File: src/design/mpba_pkg.sv
package mpba_pkg;

  localparam int MAX_POOLS_DEF   = 8;
  localparam int ARENA_LINKS_DEF = 8192;

  localparam logic [16:0] ARENA_MAX   = 17'd65536;
  localparam logic [3:0]  ALIGN_MAX   = 4'd8;
  localparam logic [9:0]  LINK_ROOM   = 10'd8;

  localparam logic [16:0] ARENA_RESET = 17'd65536;
  localparam logic [3:0]  ALIGN_RESET = 4'd3;

  typedef enum logic [1:0] {
    CMD_CREATE = 2'd0,
    CMD_ALLOC  = 2'd1,
    CMD_FREE   = 2'd2
  } cmd_t;

  localparam logic REG_ARENA = 1'b0;
  localparam logic REG_ALIGN = 1'b1;

  typedef struct packed {
    logic [16:0] arena_bytes;
    logic [3:0]  align_log2;
  } cfg_t;

endpackage

File: src/design/mpba_cfg_regs.sv
module mpba_cfg_regs (
  input  logic          clk,
  input  logic          rst_n,
  input  logic          psel,
  input  logic          penable,
  input  logic          pwrite,
  input  logic [2:0]    paddr,
  input  logic [31:0]   pwdata,
  output logic [31:0]   prdata,
  output logic          pready,
  output mpba_pkg::cfg_t cfg
);
  import mpba_pkg::*;

  cfg_t cfg_r;
  logic wr;

  assign wr     = psel && penable && pwrite;
  assign pready = 1'b1;
  assign cfg    = cfg_r;

  always_ff @(posedge clk) begin
    if (!rst_n) begin
      cfg_r.arena_bytes <= ARENA_RESET;
      cfg_r.align_log2  <= ALIGN_RESET;
    end else if (wr) begin
      case (paddr[2])
        REG_ARENA: cfg_r.arena_bytes <= pwdata[16:0];
        REG_ALIGN: cfg_r.align_log2  <= pwdata[3:0];
        default:   cfg_r.arena_bytes <= cfg_r.arena_bytes;
      endcase
    end
  end

  always_comb begin
    case (paddr[2])
      REG_ARENA: prdata = {15'd0, cfg_r.arena_bytes};
      REG_ALIGN: prdata = {28'd0, cfg_r.align_log2};
      default:   prdata = 32'd0;
    endcase
  end

endmodule

File: config.mk
export PLATFORM = sky130hd
export DESIGN_NAME = mpba_cfg_regs
export DESIGN_NICKNAME = d
export VERILOG_FILES = /design/src/design/mpba_pkg.sv /design/src/design/mpba_cfg_regs.sv
export SDC_FILE = /design/constraint.sdc
export NUM_CORES = 1
export LEC_CHECK = 0
export ABC_AREA = 1
export BUFFER_PORTS_ARGS = -buffer_cell sky130_fd_sc_hd__buf_2
export CORE_MARGIN = 4
export CORE_UTILIZATION = 35
export CTS_BUF_LIST = sky130_fd_sc_hd__clkbuf_8 sky130_fd_sc_hd__clkbuf_16
export CTS_CLUSTER_SIZE = 14
export DETAILED_ROUTE_END_ITERATION = 8
export MAX_ROUTING_LAYER = met4
export PLACE_DENSITY = 0.83
export SLEW_MARGIN = 15
export SYNTH_ARGS = -nofsm -noshare
export SYNTH_HDL_FRONTEND = slang
export SYNTH_SLANG_ARGS = --single-unit
File: constraint.sdc
create_clock -name clk -period 0.8 [get_ports clk]
set_input_delay 0.12 -clock clk [delete_from_list [all_inputs] [get_ports clk]]
set_output_delay 0.12 -clock clk [all_outputs]
set_load 0.02 [all_outputs]
==> results by group, run 1 <==
Clock network
  • CTS Hold Buffers Added: 0
  • Clock buffer depth: 2
  • Clock sink count: 21
  • TritonCTS buffer count: 3
  • Worst skew pair latency: 0.26 ns
  • Clock Pin Slew Worst Setup and Hold Paths: 0.08 ns
  • CTS tree: yes
  • Depth of the CTS H-tree: 1
  • CTS root buf: clkbuf_8

Place
  • Gpl congestion: 0.7983
  • Setup slack at placement: -0.1150 ns
  • I/O Buffers: 60
  • HPWL after DPL: 2401 um

Synth
  • Synth area leader: dfxtp_1
  • Post-synthesis sequential area ratio: 35.52%
  • Post-synthesis cell count: 190
  • Post-Syn Area: 1184 um^2
  • Count of different cell masters after synthesis: 14
  • Synthesis-stage register bit count: 21
  • Top-area cell type share of the netlist area: 35.52%
  • Syn Area/Cell: 6.230 um^2
  • Top post-synthesis cells by area: dfxtp_1 (36%), nor2_1 (16%), nand2_1 (12%)
  • Synth Warn #: 0

Setup path
  • Cell Chain, Critical Path: nand2_1, nand2_1, buf_6
  • Slowest CP cell: dfxtp_2
  • Critical path peak fanout: 3
  • CP delay by family, top: flip-flops
  • Critical Path Source Type: flop
  • Reg-to-Reg Start: cfg[15]
  • Worst path max stage delay: 0.36 ns
  • CP required: 0.68 ns
  • Crit path buf inv count: 1
  • WS Path Type: reg2out
  • CP dominant cell by count: nand2_1
  • Worst Setup SP: cfg[7]
  • CP arrival: 0.89 ns
  • Crit end category: output pin

Status
  • Outcome: complete, but fails checks
  • Violated checks: setup timing

STA
  • Hold Vio Cnt, Final: 0
  • RSZ-0062 raised after global routing: yes
  • Crit share post-route: 125.6%
  • Final setup viols: 38
  • Clock skew: 0 ns
  • Final worst slack: -0.2050 ns
  • Tmin final: 1.005 ns
  • Final max-slew violation count: 0
  • Achievable Freq: 995.0 MHz

Global routing
  • Vias in the first global route: 1219
  • GRT Total Usage: 16.15%
  • Total congestion overflow: 0
  • First-pass GRT wire length: 5340 um
  • Antenna violations before repair: 0
  • Maximum number of pins on one net before global-route repair: 22

Routing
  • DRT antenna net count: 0
  • Wire per inst: 11.93 um
  • Post-DR vias/cell: 4.283
  • DRT Pass-1 Iters: 4
  • Vias: 1332
  • Total wire length: 3710 um
  • DRC violation total after the first TritonRoute iteration: 77
  • DR DRC count: 0

Die
  • Die H: 66.16 um
  • Die X: 66.16 um
  • Cell Rows: 20
  • CORE AREA: 3153 um^2
  • # IOs: 94
  • Starting Density: 37.54%
  • Full die area: 4376 um^2

Finish
  • Largest register FFs: 21
  • # diodes: 0
  • Layout cells sized above 1: 52.06%
  • Area delta synth->final: 76.85%
  • Final nets: 308
  • Filler cells: 289

Power
  • Lkg Pwr: 1.045 nW
  • Overall Power: 2.510 mW
  • Worst VDD drop: 0.7817 mV
  • PwrDens: 1199 nW/um^2

Hold path
  • Hold/Removal Path Class: in2reg
  • Min-delay src: pwdata[1]

Job
  • Max Cap Viol: 0
==> kinds of logic (layout without fill, tap and decap cells) <==
kind of cell / after synthesis / after routing / share of synthesized area [%]
AOI/OAI and AO/OA: 1 / 1 / 0.4224
other: 2 / 16 / 0.6345
and+or+nand+nor: 111 / 111 / 39.22
DFF: 21 / 21 / 35.52
buffers and inverters: 55 / 118 / 24.21
==> cell usage in the layout, fill, tap and decap left out <==
cell type / Yosys / final
inv_2: 1 / 12
buf_12: 0 / 3
nand3_1: 21 / 21
nand2_2: 0 / 2
dfxtp_2: 0 / 18
buf_4: 16 / 10
nand2_1: 37 / 35
dfxtp_4: 0 / 3
buf_2: 4 / 22
nand3_2: 1 / 1
inv_1: 30 / 18
nor2_4: 2 / 15
buf_6: 2 / 48
conb_1: 2 / 16
clkbuf_8: 0 / 3
inv_4: 0 / 2
o21ai_0: 1 / 1
nor2_1: 50 / 37
==> stage by stage <==
step | hold slack, ns | cell area (um^2) | TNS [ns] | std cells | util (%)
global placement | 0.3325 | 1653 | -2.323 | 295 | 52.42
global route | 0.09527 | 2093 | -6.747 | 311 | 66.39
finish | 0.09334 | 2093 | -5.423 | 311 | 66.39
detailed placement | 0.3488 | 1653 | -2.473 | 295 | 52.42
floorplan | 0.2407 | 1348 | -0.002583 | 204 | -
CTS | 0.08046 | 1952 | -4.333 | 300 | 61.90
==> Yosys cell counts <==
library cell and number:
conb_1 2, nand3_2 1, buf_6 2, nor2_4 2
nand2_1 37, nand3_1 21, buf_4 16, buf_2 4
o21ai_0 1, inv_2 1, inv_1 30, nor2_1 50
dfxtp_1 21, buf_1 2
==> worst reg2reg max path: cells and delay by family (launching register included) <==
kind	cells	cell delay, ns
flops	1	0.34
simple gates	2	0.14
buf+inv	1	0.11
==> layer usage <==
layer / routed length [um] / global-route usage [%] / up-vias
met3: 267 / 4.592 / 2
li1: - / - / 680
met5: 0 / - / -
met1: 1328 / 18.19 / 605
met2: 2098 / 28.75 / 45
met4: 16 / 2.538 / 0
==> final timing paths <==
path / endpoint / slack, ns / cells past startpoint
worst min-delay path: cfg[1] / 0.09 / 3
worst min register to register: cfg[0] / 0.50 / 2
worst max register to register: cfg[15] / 0.10 / 3
worst max-delay path: prdata[3] / -0.21 / 3
==> power by group <==
part           switching [mW]  internal, mW
combinational           0.396         0.306
clock                   0.346         0.342
sequential             0.0391          1.08
==> timing repair <==
item	in CTS	in global routing
setup endpoints to repair	38	38
setup buffers	1	11
gates resized for setup	98	18
gates cloned	0	0
pin swaps	1	5
==> area by class of cell <==
type	instances	area [um^2]	area share [%]
timing repair buffer	83	785.8	37.54
tap	44	55.05	2.630
clock buffer	3	41.29	1.973
sequential	21	454.2	21.70
multi-input combinational	128	631.9	30.19
clock inverter	1	3.754	0.1793
inverter	31	121.4	5.798
No activity file was read; power rests on OpenSTA's default activity.
==> inputs of run 2 (changes only) <==
--- a/config.mk
+++ b/config.mk
@@ -14,6 +14,7 @@
 export DETAILED_ROUTE_END_ITERATION = 8
 export MAX_ROUTING_LAYER = met4
 export PLACE_DENSITY = 0.83
+export SETUP_SLACK_MARGIN = 0.5
 export SLEW_MARGIN = 15
 export SYNTH_ARGS = -nofsm -noshare
 export SYNTH_HDL_FRONTEND = slang
==> run 2 against run 1 <==
  * Sequential share of layout area down 1.1 points
  * Sequential power hardly changed
  * Highest routed layer unchanged
  * First-iteration DRC count is 35% lower
  * Register-to-register slack worse by 0.07 ns
  * Largest cell class is now multi-input gates
  * Hold slack lost 0.0082 ns
  * Clock-buffer cell count unchanged
  * Maximum frequency is 0.13% higher
  * Power grew 3.5%
  * Sequential cell count is the same
  * The run still ends with setup timing left
  * Clock skew unchanged
==> results by group, run 2 (synthesis results as in run 1) <==
Global routing
  • Total congestion overflow: 0 (unchanged)
  • GRT Total Usage: 18.06% (+1.9 points)
  • Antenna violations before repair: 0 (unchanged)
  • Maximum number of pins on one net before global-route repair: 22 (unchanged)
  • First-pass GRT wire length: 5968 um (+12%)
  • Vias in the first global route: 1276 (+4.7%)

Setup path
  • Crit end category: output pin
  • Critical Path Source Type: flop
  • CP arrival: 0.88 ns (about the same)
  • Critical path peak fanout: 3 (unchanged)
  • CP required: 0.68 ns (about the same)
  • WS Path Type: reg2out

Routing
  • DRT antenna net count: 0 (unchanged)
  • Post-DR vias/cell: 4.378 (+2.2%)
  • Vias: 1344 (+0.90%)
  • DRT Pass-1 Iters: 4 (unchanged)
  • DRC violation total after the first TritonRoute iteration: 50 (-35%)
  • DR DRC count: 0 (unchanged)
  • Total wire length: 3841 um (+3.5%)
  • Wire per inst: 12.51 um (+4.9%)

Status
  • Violated checks: setup timing
  • Outcome: complete, but fails checks

Die
  • # IOs: 94 (unchanged)
  • Die X: 66.16 um (unchanged)
  • Full die area: 4376 um^2 (unchanged)
  • Die H: 66.16 um (unchanged)
  • CORE AREA: 3153 um^2 (unchanged)
  • Starting Density: 37.54% (unchanged)
  • Cell Rows: 20 (unchanged)

Clock network
  • Worst skew pair latency: 0.26 ns (about the same)
  • Clock buffer depth: 2 (unchanged)
  • TritonCTS buffer count: 3 (unchanged)
  • Clock Pin Slew Worst Setup and Hold Paths: 0.08 ns (about the same)
  • CTS Hold Buffers Added: 0 (unchanged)
  • CTS root buf: clkbuf_8
  • Clock sink count: 21 (unchanged)
  • Depth of the CTS H-tree: 1 (unchanged)
  • CTS tree: yes

Hold path
  • Hold/Removal Path Class: in2reg

STA
  • Final max-slew violation count: 0 (unchanged)
  • Hold Vio Cnt, Final: 0 (unchanged)
  • RSZ-0062 raised after global routing: yes
  • Final setup viols: 38 (unchanged)
  • Min Hold Slack: 0.08510 ns (-0.008249 ns)
  • Clock skew: 0 ns (unchanged)
  • Achievable Freq: 996.3 MHz (+0.13%)
  • Crit share post-route: 125.5% (-0.16 points)
  • Tmin final: 1.004 ns (-0.001288 ns)
  • Final worst slack: -0.2038 ns (+0.001288 ns)

Finish
  • Area of the multi-input gates: 889.6 um^2 (+41%)
  • Largest register FFs: 21 (unchanged)
  • Layout cells sized above 1: 68.44% (+16 points)
  • Commonest non-fill, non-tap cells in the layout: buf_6 (44), nor2_1 (27), dfxtp_4 (21)
  • Filler cells: 249 (-14%)
  • Fin util: 76.90% (+11 points)
  • Final nets: 304 (-1.3%)
  • Area of all sequential standard cells: 499.2 um^2 (+9.9%)
  • Commonest non-fill, non-tap cell in the layout: buf_6
  • Area delta synth->final: 104.9%
  • # diodes: 0 (unchanged)

Power
  • Lkg Pwr: 1.132 nW (+8.3%)
  • PwrDens: 1071 nW/um^2 (-11%)
  • Worst VDD drop: 0.5611 mV (-28%)

Place
  • HPWL after DPL: 2348 um (-2.2%)
  • I/O Buffers: 60 (unchanged)
  • Gpl congestion: 0.7234 (-9.4%)

Job
  • Max Cap Viol: 0 (unchanged)
## run 2: cell count changes in the layout (fill, tap and decap cells not counted), sizes merged
| cell | delta |
|---|---|
| buf | -4 |
| clkinv | +1 |
| inv | -1 |
## run 2: worst paths after layout
kind	start	endpoint	slack [ns]	cells past startpoint
worst max-delay path	cfg[12]	prdata[8]	-0.20	3
worst min-delay path	pwdata[1]	cfg[1]	0.09	3
worst max register to register	cfg[20]	cfg[20]	0.03	3
worst min register to register	cfg[1]	cfg[1]	0.51	2
## run 2: per-layer routing
metal / vias to the layer above / GRT usage (%) / wire length (um)
met5: - / - / 0
met4: 0 / 6.345 / 51
met3: 6 / 3.231 / 223
met2: 47 / 31.35 / 2158
met1: 614 / 20.74 / 1408
li1: 677 / - / -
## run 2: final cells by class
cell class | count | area share, %
Clock buffer | 3 | 1.703
Timing Repair Buffer | 79 | 33.33
Tap cell | 44 | 2.270
Multi-Input combinational cell | 128 | 36.69
Sequential cell | 21 | 20.59
Inverter | 31 | 5.212
Clock inverter | 1 | 0.2064
## run 2: per-stage QoR
step                power (mW)  area, um^2  setup TNS, ns  instances  worst slack [ns]
floorplan                1.550        1509              0        204           0.05338
global placement         1.683        1784         -5.496        292           -0.2414
detailed placement       1.692        1784         -6.088        292           -0.2390
CTS                      2.548        2272         -4.467        302           -0.1774
global route             2.733        2425         -6.018        307           -0.2419
finish                   2.597        2425         -4.840        307           -0.2038
## run 2: what timing repair did
item                                   4_1_cts  5_1_grt
cloned                                       1        0
setup endpoints to repair                   59       59
gates resized for setup                    110       32
pin swaps                                   49       21
buffers inserted                             5        5
endpoints found under the hold margin        0        0
## run 2: worst max-delay path, cell delays in order (launching register included)
cell	delay [ns]
dfxtp_4	0.37
inv_4	0.04
nor2_4	0.10
buf_6	0.12
## run 2: report_power, final
part / switching [mW] / internal [mW]
clock network: 0.345 / 0.346
registers: 0.0475 / 1.04
logic: 0.462 / 0.358
==> inputs of run 3 (changes only) <==
--- a/config.mk
+++ b/config.mk
@@ -8,12 +8,12 @@
 export ABC_AREA = 1
 export BUFFER_PORTS_ARGS = -buffer_cell sky130_fd_sc_hd__buf_2
 export CORE_MARGIN = 4
-export CORE_UTILIZATION = 35
-export CTS_BUF_LIST = sky130_fd_sc_hd__clkbuf_8 sky130_fd_sc_hd__clkbuf_16
+export CORE_UTILIZATION = 36
+export CTS_BUF_LIST = sky130_fd_sc_hd__clkbuf_8
 export CTS_CLUSTER_SIZE = 14
 export DETAILED_ROUTE_END_ITERATION = 8
 export MAX_ROUTING_LAYER = met4
-export PLACE_DENSITY = 0.83
+export PLACE_DENSITY = 0.84
 export SETUP_SLACK_MARGIN = 0.5
 export SLEW_MARGIN = 15
 export SYNTH_ARGS = -nofsm -noshare
==> run 3 against run 2 <==
  * The run still ends with setup timing left
  * Sequential cell count unchanged
  * Register-to-register slack better by 0.08 ns
  * Hold slack better by 0.019 ns
  * Maximum frequency down 0.50%
  * Critical path depth unchanged
  * Via count up 6.2%
  * Clock-buffer cell count unchanged
  * Clock skew unchanged
  * First-iteration DRC count up 74%
  * Sequential share of layout area down 0.74 points
  * Setup slack worse by 0.0050 ns
  * Sequential power about the same
==> results by group, run 3 (synthesis results as in run 1) <==
Status
  • Outcome: complete, but fails checks
  • Violated checks: setup timing

Power
  • P_sw: 0.8772 mW (+2.7%)
  • Comb power frac: 33.5% (+1.9 points)
  • Worst VDD drop: 0.7616 mV (+36%)
  • Pint: 1.790 mW (+2.7%)
  • PwrDens: 1060 nW/um^2 (-0.99%)
  • Sw Share: 32.89% (about the same)
  • Lkg Pwr: 1.164 nW (+2.8%)
  • Sequential Power Share: 40.8% (-1.0 points)
  • Clk pwr share: 25.7% (-0.9 points)

Routing
  • DRT Pass-1 Iters: 4 (unchanged)
  • Vias: 1427 (+6.2%)
  • Wire per inst: 14.71 um (+18%)
  • Total wire length: 4604 um (+20%)
  • DR DRC count: 0 (unchanged)
  • Post-DR vias/cell: 4.559 (+4.1%)
  • DRC violation total after the first TritonRoute iteration: 87 (+74%)
  • DRT antenna net count: 0 (unchanged)

Global routing
  • Vias in the first global route: 1483 (+16%)
  • First-pass GRT wire length: 6713 um (+12%)
  • Maximum number of pins on one net before global-route repair: 22 (unchanged)
  • GRT Total Usage: 20.35% (+2.3 points)
  • Total congestion overflow: 0 (unchanged)
  • Antenna violations before repair: 0 (unchanged)

Setup path
  • CP arrival: 0.89 ns (about the same)
  • Cell Chain, Critical Path: inv_4, nor2_4, buf_6
  • CP endpoint: prdata[13]
  • Critical Path Stages: 3 (unchanged)
  • Worst Setup SP: cfg[17]
  • Critical path peak fanout: 3 (unchanged)
  • Crit path buf inv count: 2 (unchanged)
  • Slowest CP cell: dfxtp_4
  • Reg2reg end: cfg[16]
  • Critical Path Source Type: flop
  • Crit end category: output pin
  • CP delay by family, top: flip-flops
  • Reg-to-Reg Start: cfg[16]
  • WS Path Type: reg2out
  • R2R setup slack: 0.11 ns (+0.08 ns)
  • Number of cells on the worst reg-to-reg path: 3 (unchanged)
  • Worst path max stage delay: 0.38 ns (about the same)
  • CP required: 0.68 ns (about the same)

Die
  • Cell Rows: 20 (unchanged)
  • Starting Density: 38.15% (+0.61 points)
  • Die X: 65.34 um (-1.2%)
  • Die H: 65.34 um (-1.2%)
  • Full die area: 4269 um^2 (-2.4%)
  • CORE AREA: 3103 um^2 (-1.6%)
  • # IOs: 94 (unchanged)

STA
  • Clock skew: 0 ns (unchanged)
  • RSZ-0062 raised after global routing: yes
  • Crit share post-route: 126.1% (+0.62 points)
  • Final setup viols: 38 (unchanged)
  • Final worst slack: -0.2087 ns (-0.004993 ns)
  • Achievable Freq: 991.3 MHz (-0.50%)
  • Tmin final: 1.009 ns (+0.004993 ns)
  • Post-Route Setup TNS: -4.640 ns (+0.2004 ns)
  • Hold Vio Cnt, Final: 0 (unchanged)
  • Final max-slew violation count: 0 (unchanged)

Clock network
  • Worst skew pair latency: 0.25 ns (about the same)
  • Clock sink count: 21 (unchanged)
  • TritonCTS buffer count: 3 (unchanged)
  • Clock Pin Slew Worst Setup and Hold Paths: 0.08 ns (about the same)
  • CTS Hold Buffers Added: 0 (unchanged)
  • CTS tree: yes
  • CTS root buf: clkbuf_8
  • Depth of the CTS H-tree: 1 (unchanged)
  • Clock buffer depth: 2 (unchanged)

Finish
  • Commonest non-fill, non-tap cell in the layout: buf_6
  • Fin util: 81.05% (+4.1 points)
  • Largest register FFs: 21 (unchanged)
  • Area delta synth->final: 112.5%
  • Layout cells sized above 1: 67.29% (-1.2 points)
  • Final nets: 310 (+2.0%)
  • Non-filler instance count after layout: 313 (+2.0%)
  • Filler cells: 191 (-23%)
  • Commonest non-fill, non-tap cells in the layout: buf_6 (50), nor2_1 (28), nand2_1 (22)
  • # diodes: 0 (unchanged)

Place
  • HPWL after DPL: 2615 um (+11%)
  • Gpl congestion: 0.7218 (-0.22%)
  • Placed cells: 297 (+1.7%)
  • I/O Buffers: 60 (unchanged)

Hold path
  • Hold/Removal Path Class: in2reg

Job
  • Max Cap Viol: 0 (unchanged)
[run 3: changes by cell type in the layout (fill, tap and decap cells not counted), sizes merged]
cell    previous run  this run
clkbuf             3         4
buf               79        84
[run 3: how the worst min path moves through the flow]
stage / end / slack, ns / cells past startpoint / start
2_1_floorplan: cfg[14] / 0.23 / 2 / rst_n
3_3_place_gp: cfg[20] / 0.35 / 3 / pwdata[16]
3_5_place_dp: cfg[0] / 0.35 / 3 / pwdata[0]
4_1_cts: cfg[0] / 0.09 / 3 / pwdata[0]
5_1_grt: cfg[20] / 0.10 / 3 / pwdata[16]
6_report: cfg[0] / 0.10 / 3 / pwdata[0]
[run 3: layer usage]
layer	global-route usage, %	up-vias	wire (um)
li1	-	683	-
met1	22.29	673	1734
met2	37.29	59	2504
met3	3.932	12	189
met4	5.699	0	176
met5	-	-	0
[run 3: worst min-delay path, cell delays in order]
cell     delay (ns)
buf_2          0.08
nand2_1        0.06
nand3_2        0.07
[run 3: power by group through the flow]
| stage | clock network (mW) | registers (mW) | logic [mW] |
|---|---|---|---|
| 4_1_cts | 0.675 | 1.08 | 0.825 |
| 3_3_place_gp | 0 | 1.09 | 0.626 |
| 6_report | 0.685 | 1.09 | 0.895 |
| 2_1_floorplan | 0 | 1.14 | 0.411 |
| 5_1_grt | 0.743 | 1.09 | 0.948 |
| 3_5_place_dp | 0 | 1.10 | 0.639 |
[run 3: timing repair]
action | CTS | global route
gates resized for setup | 116 | 33
setup endpoints to repair | 59 | 59
setup buffers | 8 | 3
gates cloned | 1 | 0
pin swaps | 51 | 23
[run 3: area by class of cell]
class / count / area, um^2 / area share, %
repair buffers: 85 / 918.4 / 36.52
clock inverters: 1 / 3.754 / 0.1493
inverters: 31 / 136.4 / 5.423
well taps: 44 / 55.05 / 2.189
clock buffers: 3 / 41.29 / 1.642
multi-input cells: 128 / 860.8 / 34.23
flip-flops and latches: 21 / 499.2 / 19.85
[run 3: through the flow]
step / total power, mW / hold WS, ns / worst slack [ns] / area [um^2]
after floorplan: 1.550 / 0.2310 / 0.05338 / 1509
after global placement: 1.721 / 0.3450 / -0.1724 / 1859
after detailed placement: 1.737 / 0.3487 / -0.2826 / 1859
after CTS: 2.581 / 0.08806 / -0.1677 / 2384
after global routing: 2.784 / 0.1049 / -0.2409 / 2515
final: 2.667 / 0.1036 / -0.2087 / 2515
